<file path="src/sv/atan2cq_pkg.sv">
// ----------------------------------------------------------------------------
// atan2cq_pkg: shared types and constants of the cubic atan2 block
// Sample and angle formats, polynomial coefficients, octant bases and
// the side-band record carried along the divider pipeline.
// ----------------------------------------------------------------------------
package atan2cq_pkg;

	localparam int SampleWidth   = 16;
	localparam int AngleWidth    = 16;
	localparam int AngleFracBits = 13;

	// ratio r is Q1.15, one quotient bit per divider step
	localparam int RatioWidth = 16;
	localparam int DivSteps   = RatioWidth;

	localparam int AbsWidth = SampleWidth + 1;
	localparam int DenWidth = SampleWidth + 1;
	localparam int SumWidth = SampleWidth + 2;
	localparam int RemWidth = SampleWidth + 2;

	localparam int MagWidth   = 34;
	localparam int RoundShift = 30 - AngleFracBits;

	localparam logic [RatioWidth-1:0]      CoefC3 = RatioWidth'(6432);   // 0.1963 in Q.15
	localparam logic signed [16:0]         CoefC1 = 17'sd32168;          // 0.9817 in Q.15
	localparam logic signed [MagWidth-1:0] BaseQtr  = 34'sd843314857;   // pi/4 in Q.30
	localparam logic signed [MagWidth-1:0] Base3Qtr = 34'sd2529944570;  // 3*pi/4 in Q.30
	localparam logic [MagWidth-1:0]        RoundHalf = MagWidth'(1) << (RoundShift - 1);

	localparam logic signed [RatioWidth-1:0] RatioMax = {1'b0, {(RatioWidth-1){1'b1}}};
	localparam logic signed [RatioWidth-1:0] RatioMin = {1'b1, {(RatioWidth-1){1'b0}}};
	localparam logic signed [AngleWidth-1:0] AngleMax = {1'b0, {(AngleWidth-1){1'b1}}};
	localparam logic signed [AngleWidth-1:0] AngleMin = {1'b1, {(AngleWidth-1){1'b0}}};

	typedef struct packed {
		logic y_neg;     // result gets negated
		logic x_neg;     // 3*pi/4 base instead of pi/4
		logic num_neg;   // sign of the ratio
		logic den_zero;  // origin: ratio forced to -1
	} side_t;

endpackage

</file>
<file path="src/sv/atan2_cubic_quadrant.sv">
// ----------------------------------------------------------------------------
// atan2_cubic_quadrant: pipelined fast atan2 with a cubic correction
// Forms the octant ratio by a bit-per-stage divider, then evaluates
// base + (0.1963*r^2 - 0.9817)*r and applies the sign of y.
// ----------------------------------------------------------------------------
// Usage:
//   Input channel: y_in/x_in are taken at each rising edge where start is
//   high and busy is low. busy is held low, so a new item can enter on
//   every cycle.
//   Result channel: angle_out (Q3.13 radians) is valid for exactly one
//   cycle while done is high. The receiver cannot hold results off, and the
//   pipeline never needs to stall.
//   Pipeline: 24 register stages (2 setup stages, 16 divider stages, 6 stages
//   for ratio fixup, two multiplies, final multiply, add and rounding).
//   Throughput: one item per cycle; each divider stage resolves one
//   quotient bit so every stage is free again the next cycle.
//   Reset (arst_n low) clears all valid bits; items in flight are dropped
//   and done stays low until new items come through.
// ----------------------------------------------------------------------------
module atan2_cubic_quadrant (
	input  logic                                         clk,
	input  logic                                         arst_n,
	input  logic                                         start,
	output logic                                         busy,
	input  logic signed [atan2cq_pkg::SampleWidth-1:0]   y_in,
	input  logic signed [atan2cq_pkg::SampleWidth-1:0]   x_in,
	output logic                                         done,
	output logic signed [atan2cq_pkg::AngleWidth-1:0]    angle_out
);

	localparam int SW = atan2cq_pkg::SampleWidth;
	localparam int AW = atan2cq_pkg::AbsWidth;
	localparam int DW = atan2cq_pkg::DenWidth;
	localparam int UW = atan2cq_pkg::SumWidth;
	localparam int MW = atan2cq_pkg::RemWidth;
	localparam int RW = atan2cq_pkg::RatioWidth;
	localparam int NS = atan2cq_pkg::DivSteps;
	localparam int GW = atan2cq_pkg::MagWidth;
	localparam int OW = atan2cq_pkg::AngleWidth;

	// ---------------- stage 1: |y| ----------------
	logic signed [AW-1:0] y_ext;
	logic [AW-1:0]        ay_d;
	logic                 vld_s1;
	logic                 y_neg_s1;
	logic signed [SW-1:0] x_s1;
	logic [AW-1:0]        ay_s1;

	assign busy  = 1'b0;
	assign y_ext = AW'(y_in);
	assign ay_d  = y_in[SW-1] ? unsigned'(-y_ext) : unsigned'(y_ext);

	always_ff @(posedge clk or negedge arst_n) begin
		if (!arst_n) begin
			vld_s1 <= 1'b0;
		end else begin
			vld_s1 <= start && !busy;
		end
	end

	always_ff @(posedge clk) begin
		y_neg_s1 <= y_in[SW-1];
		x_s1     <= x_in;
		ay_s1    <= ay_d;
	end

	// ---------------- stage 2: numerator and divisor ----------------
	logic signed [UW-1:0] x_w;
	logic signed [UW-1:0] ay_w;
	logic signed [UW-1:0] num_d;
	logic signed [UW-1:0] den_d;
	logic signed [UW-1:0] anum_d;
	logic                 x_neg;
	logic                 vld_s2;
	logic [AW-1:0]        anum_s2;
	logic [DW-1:0]        den_s2;
	atan2cq_pkg::side_t   side_s2;

	assign x_w    = UW'(x_s1);
	assign ay_w   = signed'(UW'(ay_s1));
	assign x_neg  = x_s1[SW-1];
	assign num_d  = x_neg ? (x_w + ay_w) : (x_w - ay_w);
	assign den_d  = x_neg ? (ay_w - x_w) : (x_w + ay_w);
	assign anum_d = num_d[UW-1] ? -num_d : num_d;

	always_ff @(posedge clk or negedge arst_n) begin
		if (!arst_n) begin
			vld_s2 <= 1'b0;
		end else begin
			vld_s2 <= vld_s1;
		end
	end

	always_ff @(posedge clk) begin
		anum_s2          <= anum_d[AW-1:0];
		den_s2           <= den_d[DW-1:0];
		side_s2.y_neg    <= y_neg_s1;
		side_s2.x_neg    <= x_neg;
		side_s2.num_neg  <= num_d[UW-1];
		side_s2.den_zero <= (den_d == '0);
	end

	// ---------------- stage 3: restoring divider, one bit per step ----------------
	// |num| <= den, so the quotient |num|*2^15/den never exceeds 2^15.
	logic [MW-1:0]      div_rem_s3  [NS];
	logic [DW-1:0]      div_den_s3  [NS];
	logic [RW-1:0]      div_q_s3    [NS];
	atan2cq_pkg::side_t div_side_s3 [NS];
	logic [NS-1:0]      div_vld_s3;

	logic [MW-1:0] stp_rem_in [NS];
	logic [DW-1:0] stp_den_in [NS];
	logic [RW-1:0] stp_q_in   [NS];
	logic [MW-1:0] div_rem_d  [NS];
	logic [RW-1:0] div_q_d    [NS];
	logic [NS-1:0] stp_ge;

	always_comb begin
		stp_rem_in[0] = MW'(anum_s2);
		stp_den_in[0] = den_s2;
		stp_q_in[0]   = '0;
		for (int k = 1; k < NS; k++) begin
			stp_rem_in[k] = div_rem_s3[k-1];
			stp_den_in[k] = div_den_s3[k-1];
			stp_q_in[k]   = div_q_s3[k-1];
		end
	end

	always_comb begin
		logic [MW-1:0] dif;
		dif = '0;
		for (int k = 0; k < NS; k++) begin
			stp_ge[k]    = stp_rem_in[k] >= MW'(stp_den_in[k]);
			dif          = stp_ge[k] ? (stp_rem_in[k] - MW'(stp_den_in[k])) : stp_rem_in[k];
			div_rem_d[k] = {dif[MW-2:0], 1'b0};
			div_q_d[k]   = {stp_q_in[k][RW-2:0], stp_ge[k]};
		end
	end

	always_ff @(posedge clk or negedge arst_n) begin
		if (!arst_n) begin
			div_vld_s3 <= '0;
		end else begin
			div_vld_s3 <= {div_vld_s3[NS-2:0], vld_s2};
		end
	end

	always_ff @(posedge clk) begin
		div_side_s3[0] <= side_s2;
		for (int k = 0; k < NS; k++) begin
			div_rem_s3[k] <= div_rem_d[k];
			div_den_s3[k] <= stp_den_in[k];
			div_q_s3[k]   <= div_q_d[k];
		end
		for (int k = 1; k < NS; k++) begin
			div_side_s3[k] <= div_side_s3[k-1];
		end
	end

	// ---------------- stage 4: signed, saturated ratio ----------------
	logic [RW-1:0]          q_last;
	atan2cq_pkg::side_t     side_last;
	logic signed [RW-1:0]   r_d;
	logic                   vld_s4;
	logic signed [RW-1:0]   r_s4;
	logic                   y_neg_s4;
	logic                   x_neg_s4;

	assign q_last    = div_q_s3[NS-1];
	assign side_last = div_side_s3[NS-1];

	always_comb begin
		if (side_last.den_zero) begin
			r_d = atan2cq_pkg::RatioMin;
		end else if (q_last[RW-1]) begin
			// quotient reached exactly 1.0
			r_d = side_last.num_neg ? atan2cq_pkg::RatioMin : atan2cq_pkg::RatioMax;
		end else begin
			r_d = side_last.num_neg ? -signed'(q_last) : signed'(q_last);
		end
	end

	always_ff @(posedge clk or negedge arst_n) begin
		if (!arst_n) begin
			vld_s4 <= 1'b0;
		end else begin
			vld_s4 <= div_vld_s3[NS-1];
		end
	end

	always_ff @(posedge clk) begin
		r_s4     <= r_d;
		y_neg_s4 <= side_last.y_neg;
		x_neg_s4 <= side_last.x_neg;
	end

	// ---------------- stage 5: r^2 ----------------
	logic signed [2*RW-1:0] rr_prod;
	logic                   vld_s5;
	logic [RW-1:0]          r2_s5;
	logic signed [RW-1:0]   r_s5;
	logic                   y_neg_s5;
	logic                   x_neg_s5;

	assign rr_prod = r_s4 * r_s4;

	always_ff @(posedge clk or negedge arst_n) begin
		if (!arst_n) begin
			vld_s5 <= 1'b0;
		end else begin
			vld_s5 <= vld_s4;
		end
	end

	always_ff @(posedge clk) begin
		r2_s5    <= rr_prod[2*RW-2:RW-1];
		r_s5     <= r_s4;
		y_neg_s5 <= y_neg_s4;
		x_neg_s5 <= x_neg_s4;
	end

	// ---------------- stage 6: coefficient C3*r^2 - C1 ----------------
	logic [2*RW-1:0]       c3_prod;
	logic [16:0]           c3_term;
	logic                  vld_s6;
	logic signed [16:0]    coef_s6;
	logic signed [RW-1:0]  r_s6;
	logic                  y_neg_s6;
	logic                  x_neg_s6;

	assign c3_prod = atan2cq_pkg::CoefC3 * r2_s5;
	assign c3_term = c3_prod[RW+15:RW-1];

	always_ff @(posedge clk or negedge arst_n) begin
		if (!arst_n) begin
			vld_s6 <= 1'b0;
		end else begin
			vld_s6 <= vld_s5;
		end
	end

	always_ff @(posedge clk) begin
		coef_s6  <= signed'(c3_term) - atan2cq_pkg::CoefC1;
		r_s6     <= r_s5;
		y_neg_s6 <= y_neg_s5;
		x_neg_s6 <= x_neg_s5;
	end

	// ---------------- stage 7: cubic term coef*r (Q.30) ----------------
	logic signed [RW+16:0] term_d;
	logic                  vld_s7;
	logic signed [RW+16:0] term_s7;
	logic                  y_neg_s7;
	logic                  x_neg_s7;

	assign term_d = coef_s6 * r_s6;

	always_ff @(posedge clk or negedge arst_n) begin
		if (!arst_n) begin
			vld_s7 <= 1'b0;
		end else begin
			vld_s7 <= vld_s6;
		end
	end

	always_ff @(posedge clk) begin
		term_s7  <= term_d;
		y_neg_s7 <= y_neg_s6;
		x_neg_s7 <= x_neg_s6;
	end

	// ---------------- stage 8: base + term, floored at zero ----------------
	logic signed [GW-1:0] base_sel;
	logic signed [GW-1:0] sum_d;
	logic                 vld_s8;
	logic [GW-2:0]        mag_s8;
	logic                 y_neg_s8;

	assign base_sel = x_neg_s7 ? atan2cq_pkg::Base3Qtr : atan2cq_pkg::BaseQtr;
	assign sum_d    = base_sel + GW'(term_s7);

	always_ff @(posedge clk or negedge arst_n) begin
		if (!arst_n) begin
			vld_s8 <= 1'b0;
		end else begin
			vld_s8 <= vld_s7;
		end
	end

	always_ff @(posedge clk) begin
		mag_s8   <= sum_d[GW-1] ? '0 : sum_d[GW-2:0];
		y_neg_s8 <= y_neg_s7;
	end

	// ---------------- stage 9: round, sign, saturate ----------------
	logic [GW-1:0]      rnd_sum;
	logic [GW-1:0]      rnd;
	logic signed [GW:0] sgn;
	logic signed [OW-1:0] angle_d;
	logic                 vld_s9;
	logic signed [OW-1:0] angle_s9;

	assign rnd_sum = GW'(mag_s8) + atan2cq_pkg::RoundHalf;
	assign rnd     = rnd_sum >> atan2cq_pkg::RoundShift;
	assign sgn     = y_neg_s8 ? -signed'({1'b0, rnd}) : signed'({1'b0, rnd});

	always_comb begin
		if (sgn > (GW+1)'(atan2cq_pkg::AngleMax)) begin
			angle_d = atan2cq_pkg::AngleMax;
		end else if (sgn < (GW+1)'(atan2cq_pkg::AngleMin)) begin
			angle_d = atan2cq_pkg::AngleMin;
		end else begin
			angle_d = signed'(sgn[OW-1:0]);
		end
	end

	always_ff @(posedge clk or negedge arst_n) begin
		if (!arst_n) begin
			vld_s9 <= 1'b0;
		end else begin
			vld_s9 <= vld_s8;
		end
	end

	always_ff @(posedge clk) begin
		angle_s9 <= angle_d;
	end

	assign done      = vld_s9;
	assign angle_out = angle_s9;

endmodule

</file>
<file path="config.mk">
export PLATFORM = sky130hd
export DESIGN_NAME = atan2_cubic_quadrant
export DESIGN_NICKNAME = d
export VERILOG_FILES = /design/src/sv/atan2cq_pkg.sv /design/src/sv/atan2_cubic_quadrant.sv
export SDC_FILE = /design/constraint.sdc
export NUM_CORES = 2
export LEC_CHECK = 0
export ABC_AREA = 1
export ABC_CLOCK_PERIOD_IN_PS = 5400
export BUFFER_PORTS_ARGS = -buffer_cell sky130_fd_sc_hd__buf_2
export CORE_MARGIN = 4
export CORE_UTILIZATION = 50
export DETAILED_ROUTE_END_ITERATION = 10
export PLACE_DENSITY = 0.8
export SYNTH_ARGS = -nofsm -noshare
export SYNTH_HDL_FRONTEND = slang
export SYNTH_SLANG_ARGS = --single-unit
</file>
<file path="constraint.sdc">
create_clock -name clk -period 5.4 [get_ports clk]
set_input_delay 0.27 -clock clk [delete_from_list [all_inputs] [get_ports clk]]
set_output_delay 0.27 -clock clk [all_outputs]
set_load 0.1 [all_outputs]
</file>
==> flow_summary_export.csv <==
group,metric,value,unit
clock_network,cts_buffers,101,
timing,tns,-3.600,ns
synth,synth-warning-count,0,
synth,netlist_area,61930,µm²
finish,syn_to_final_growth,18.02,%
route,drtAntennaViolNets,0,
placement,port_buffers,51,
critical_path,cp_data_required_time,6.01,ns
critical_path,cpMaxStageDelayCell,"fa_1",
floorplan,initial_core_util,50.61,%
placement,place.gp.congestion,0.9364,
synth,synth_compound_area_share,9.882,%
timing,skew,0.06191,ns
floorplan,design.core.area,122400,µm²
synth,synth_mux_area_share,0,%
timing,slew_viol_final,0,
global_routing,grt_overflow,0,
critical_path,critPathMostFrequentCell,"inv_2",
global_routing,use_met1,26.70,%
clock_network,cts_tree,"built",
critical_path,critPathKind,"reg -> reg",
placement,hpwl,111.3,mm
timing,relSlewSlack,16.11,%
floorplan,die_h,359.9,µm
clock_network,cts-root-buf,"clkbuf_16",
critical_path,cp_num_buf_inv,8,
synth,syn_inst,7439,
global_routing,grt.met2_usage,39.69,%
run_status,status,"finished with violations",
run_status,violations,"setup timing",
global_routing,busiest_layer,"met2",
global_routing,grt_max_degree,45,
timing,final.min_clock_period,5.689,ns
floorplan,dieWidth,359.9,µm
route,drtIter0Drc,3437,
critical_path,worstPathMaxFanout,5,
synth,synth_top_family_by_area,"adder cells",
synth,synthAdderAreaFrac,28.68,%
route,dr.pass1.iters,7,
finish,fin_nets,9006,
critical_path,start_kind,"register",
synth,ys_async_sr_fraction,2.505,%
route,postRouteWirelength,150.7,mm
clock_network,cts.path.max_buffers,3,
critical_path,cp_data_arrival_time,6.30,ns
flow_run,cap_violations,0,
route,drt-wirelength-per-cell,15.73,µm
synth,yosysTopAreaCell,"dfxtp_1",
worst_hold_path,hold_path.class,"in -> async",
floorplan,die_area,129600,µm²
synth,yosys-top-cells-area,"dfxtp_1 30%, fa_1 17%, ha_1 12%",
global_routing,grt_pass1_vias,50560,
placement,placed_area,66290,µm²
clock_network,clk_latency,0.72,ns
synth,syn-mean-instance-area,8.325,µm²
finish,drive_above_1_share,13.27,%
synth,synth-simple-area-share,13.97,%
timing,fmax,0.1758,GHz
clock_network,cts_sinks,958,
critical_path,slowest_delay,0.57,ns
synth,synth-seq-area-share,31.16,%
timing,finalHoldViolCount,0,
timing,tightest_slew,1.255,ns
floorplan,pin_count,53,
global_routing,grt_pass1_wl,240.2,mm
finish,final_common_cell,"inv_1",
route,vias,49420,
global_routing,gr-usage-all-layers,22.03,%
timing,fin_crit_sh,105.3,%
critical_path,cp-end-kind,"register",
synth,synthFlopType,"dfxtp_1",
synth,synth_xor_area_share,5.425,%
floorplan,core.rowCount,128,
finish,utilization,59.73,%
clock_network,clk_pin_slew,0.07,ns
global_routing,use_met3,2.777,%
clock_network,htree_num_levels,3,
finish,final_cell_mix,"1537 x inv_1, 1189 x nand2_1, 893 x dfxtp_1",
timing,setup_ws,-0.2888,ns
critical_path,path_delay_family,"adder cells",
synth,synth-edff-count,0,
route,routed_via_density,5.158,
finish,fin_area,73090,µm²
timing,rsz0062_at_grt,"true",
synth,yosysUniqueCellTypes,60,
global_routing,antenna_found_initial,2,
route,drcViolationCount,0,
synth,synth_top_area_share,30.19,%
timing,finalSetupViolations,26,
synth,synth_seq_cells,958,
layout make-up:
cell class	count	area, µm²
fillers	9779	49270
multi-input cells	4699	37610
flip-flops and latches	958	19410
inverters	1625	6120
repair buffers	484	4249
clock buffers	134	2833
well taps	1625	2033
clock inverters	56	824.5
diodes	1	2.502
path summary, 6_finish.rpt:
path,from,to,slack [ns],cells past startpoint
worst max register to register,r_s4[3],r2_s5[11],-0.29,27
worst min register to register,div_q_s3[0][83],div_q_s3[0][100],0.29,0
min in group clk,x_in[15],x_s1[15],0.18,2
max in group asynchronous,arst_n,vld_s6,4.92,2
worst max-delay path,r_s4[3],r2_s5[11],-0.29,27
worst min-delay path,arst_n,div_vld_s3[2],0.07,2
repair_timing:
item                                    4_1_cts  5_1_grt
cloned                                        2        3
hold buffers                                 43        0
pin swaps                                   168      205
buffers inserted                             48       49
gates resized for setup                     226      313
endpoints found under the setup margin       30       31
endpoints found under the hold margin        58        0
Yosys cell counts, drive strengths merged, types with 2 or more instances:
master and n:
xnor2 162, dfrtp 24, or2 16, clkbuf 135
o311ai 2, nor3 65, o21ai 371, inv 1624
o211ai 24, fa 529, dfxtp 934, a31oi 28
xor2 219, a211o 5, o31ai 32, a21o 24
nand3 192, o21a 11, a211oi 13, a21oi 519
nand3b 4, nor4 17, o221ai 2, nand4 66
nand2 1265, nor4b 9, and2 5, buf 23
a31o 2, a221oi 15, nor2 467, o2111ai 5
o21bai 23, ha 573, a311oi 2, a21boi 24
o41ai 2
flip-flops by register name, summed over array words and instances (netlist names), 4 cells and up:
signal and cells:
angle_out 16, coef_s6 15, div_side_s3 64, r2_s5 16, div_q_s3 136, mag_s8 17, r_s4 16, div_rem_s3 255
ay_s1 17, term_s7 32, div_vld_s3 16, r_s6 16, r_s5 16, anum_s2 16, div_den_s3 255, x_s1 16
den_s2 17, side_s2 4
cell families (layout without fill, tap and decap cells):
| group | count (synthesis) | in the layout |
|---|---|---|
| other | 1 | 3 |
| buffers and inverters | 1783 | 2299 |
| flip-flops | 958 | 958 |
| AND/OR/NAND/NOR | 2107 | 2107 |
| XOR/XNOR | 381 | 381 |
| adder cells (fa/ha/maj) | 1102 | 1102 |
| AO/OA/AOI/OAI | 1107 | 1107 |
through the flow:
stage	hold slack, ns	setup slack (ns)	std cells
2_1_floorplan	-0.02559	-0.07469	7440
3_3_place_gp	0.2748	-0.2584	9252
4_1_cts	0.03499	-0.09480	9535
5_1_grt	0.1274	-0.4833	9581
6_report	0.07454	-0.2888	9582
3_5_place_dp	0.2871	-0.3703	9252
worst register-to-register path: cells and delay by family, from the launching register on:
| kind | cells | cell delay [ns] |
|---|---|---|
| adder cells (fa/ha/maj) | 7 | 3.39 |
| flip-flops | 1 | 0.37 |
| AO/OA/AOI/OAI | 4 | 0.62 |
| AND/OR/NAND/NOR | 8 | 0.68 |
| buffers and inverters | 8 | 0.51 |
metal layers:
metal,vias to the layer above,wire length (µm)
li1,23910,-
met1,23400,60020
met2,1606,75100
met3,502,8197
met4,0,7389
met5,-,0
Power is left out: the tool's default activity adds up to more than one toggle a clock period on the data nets, which glitch-free logic cannot reach.
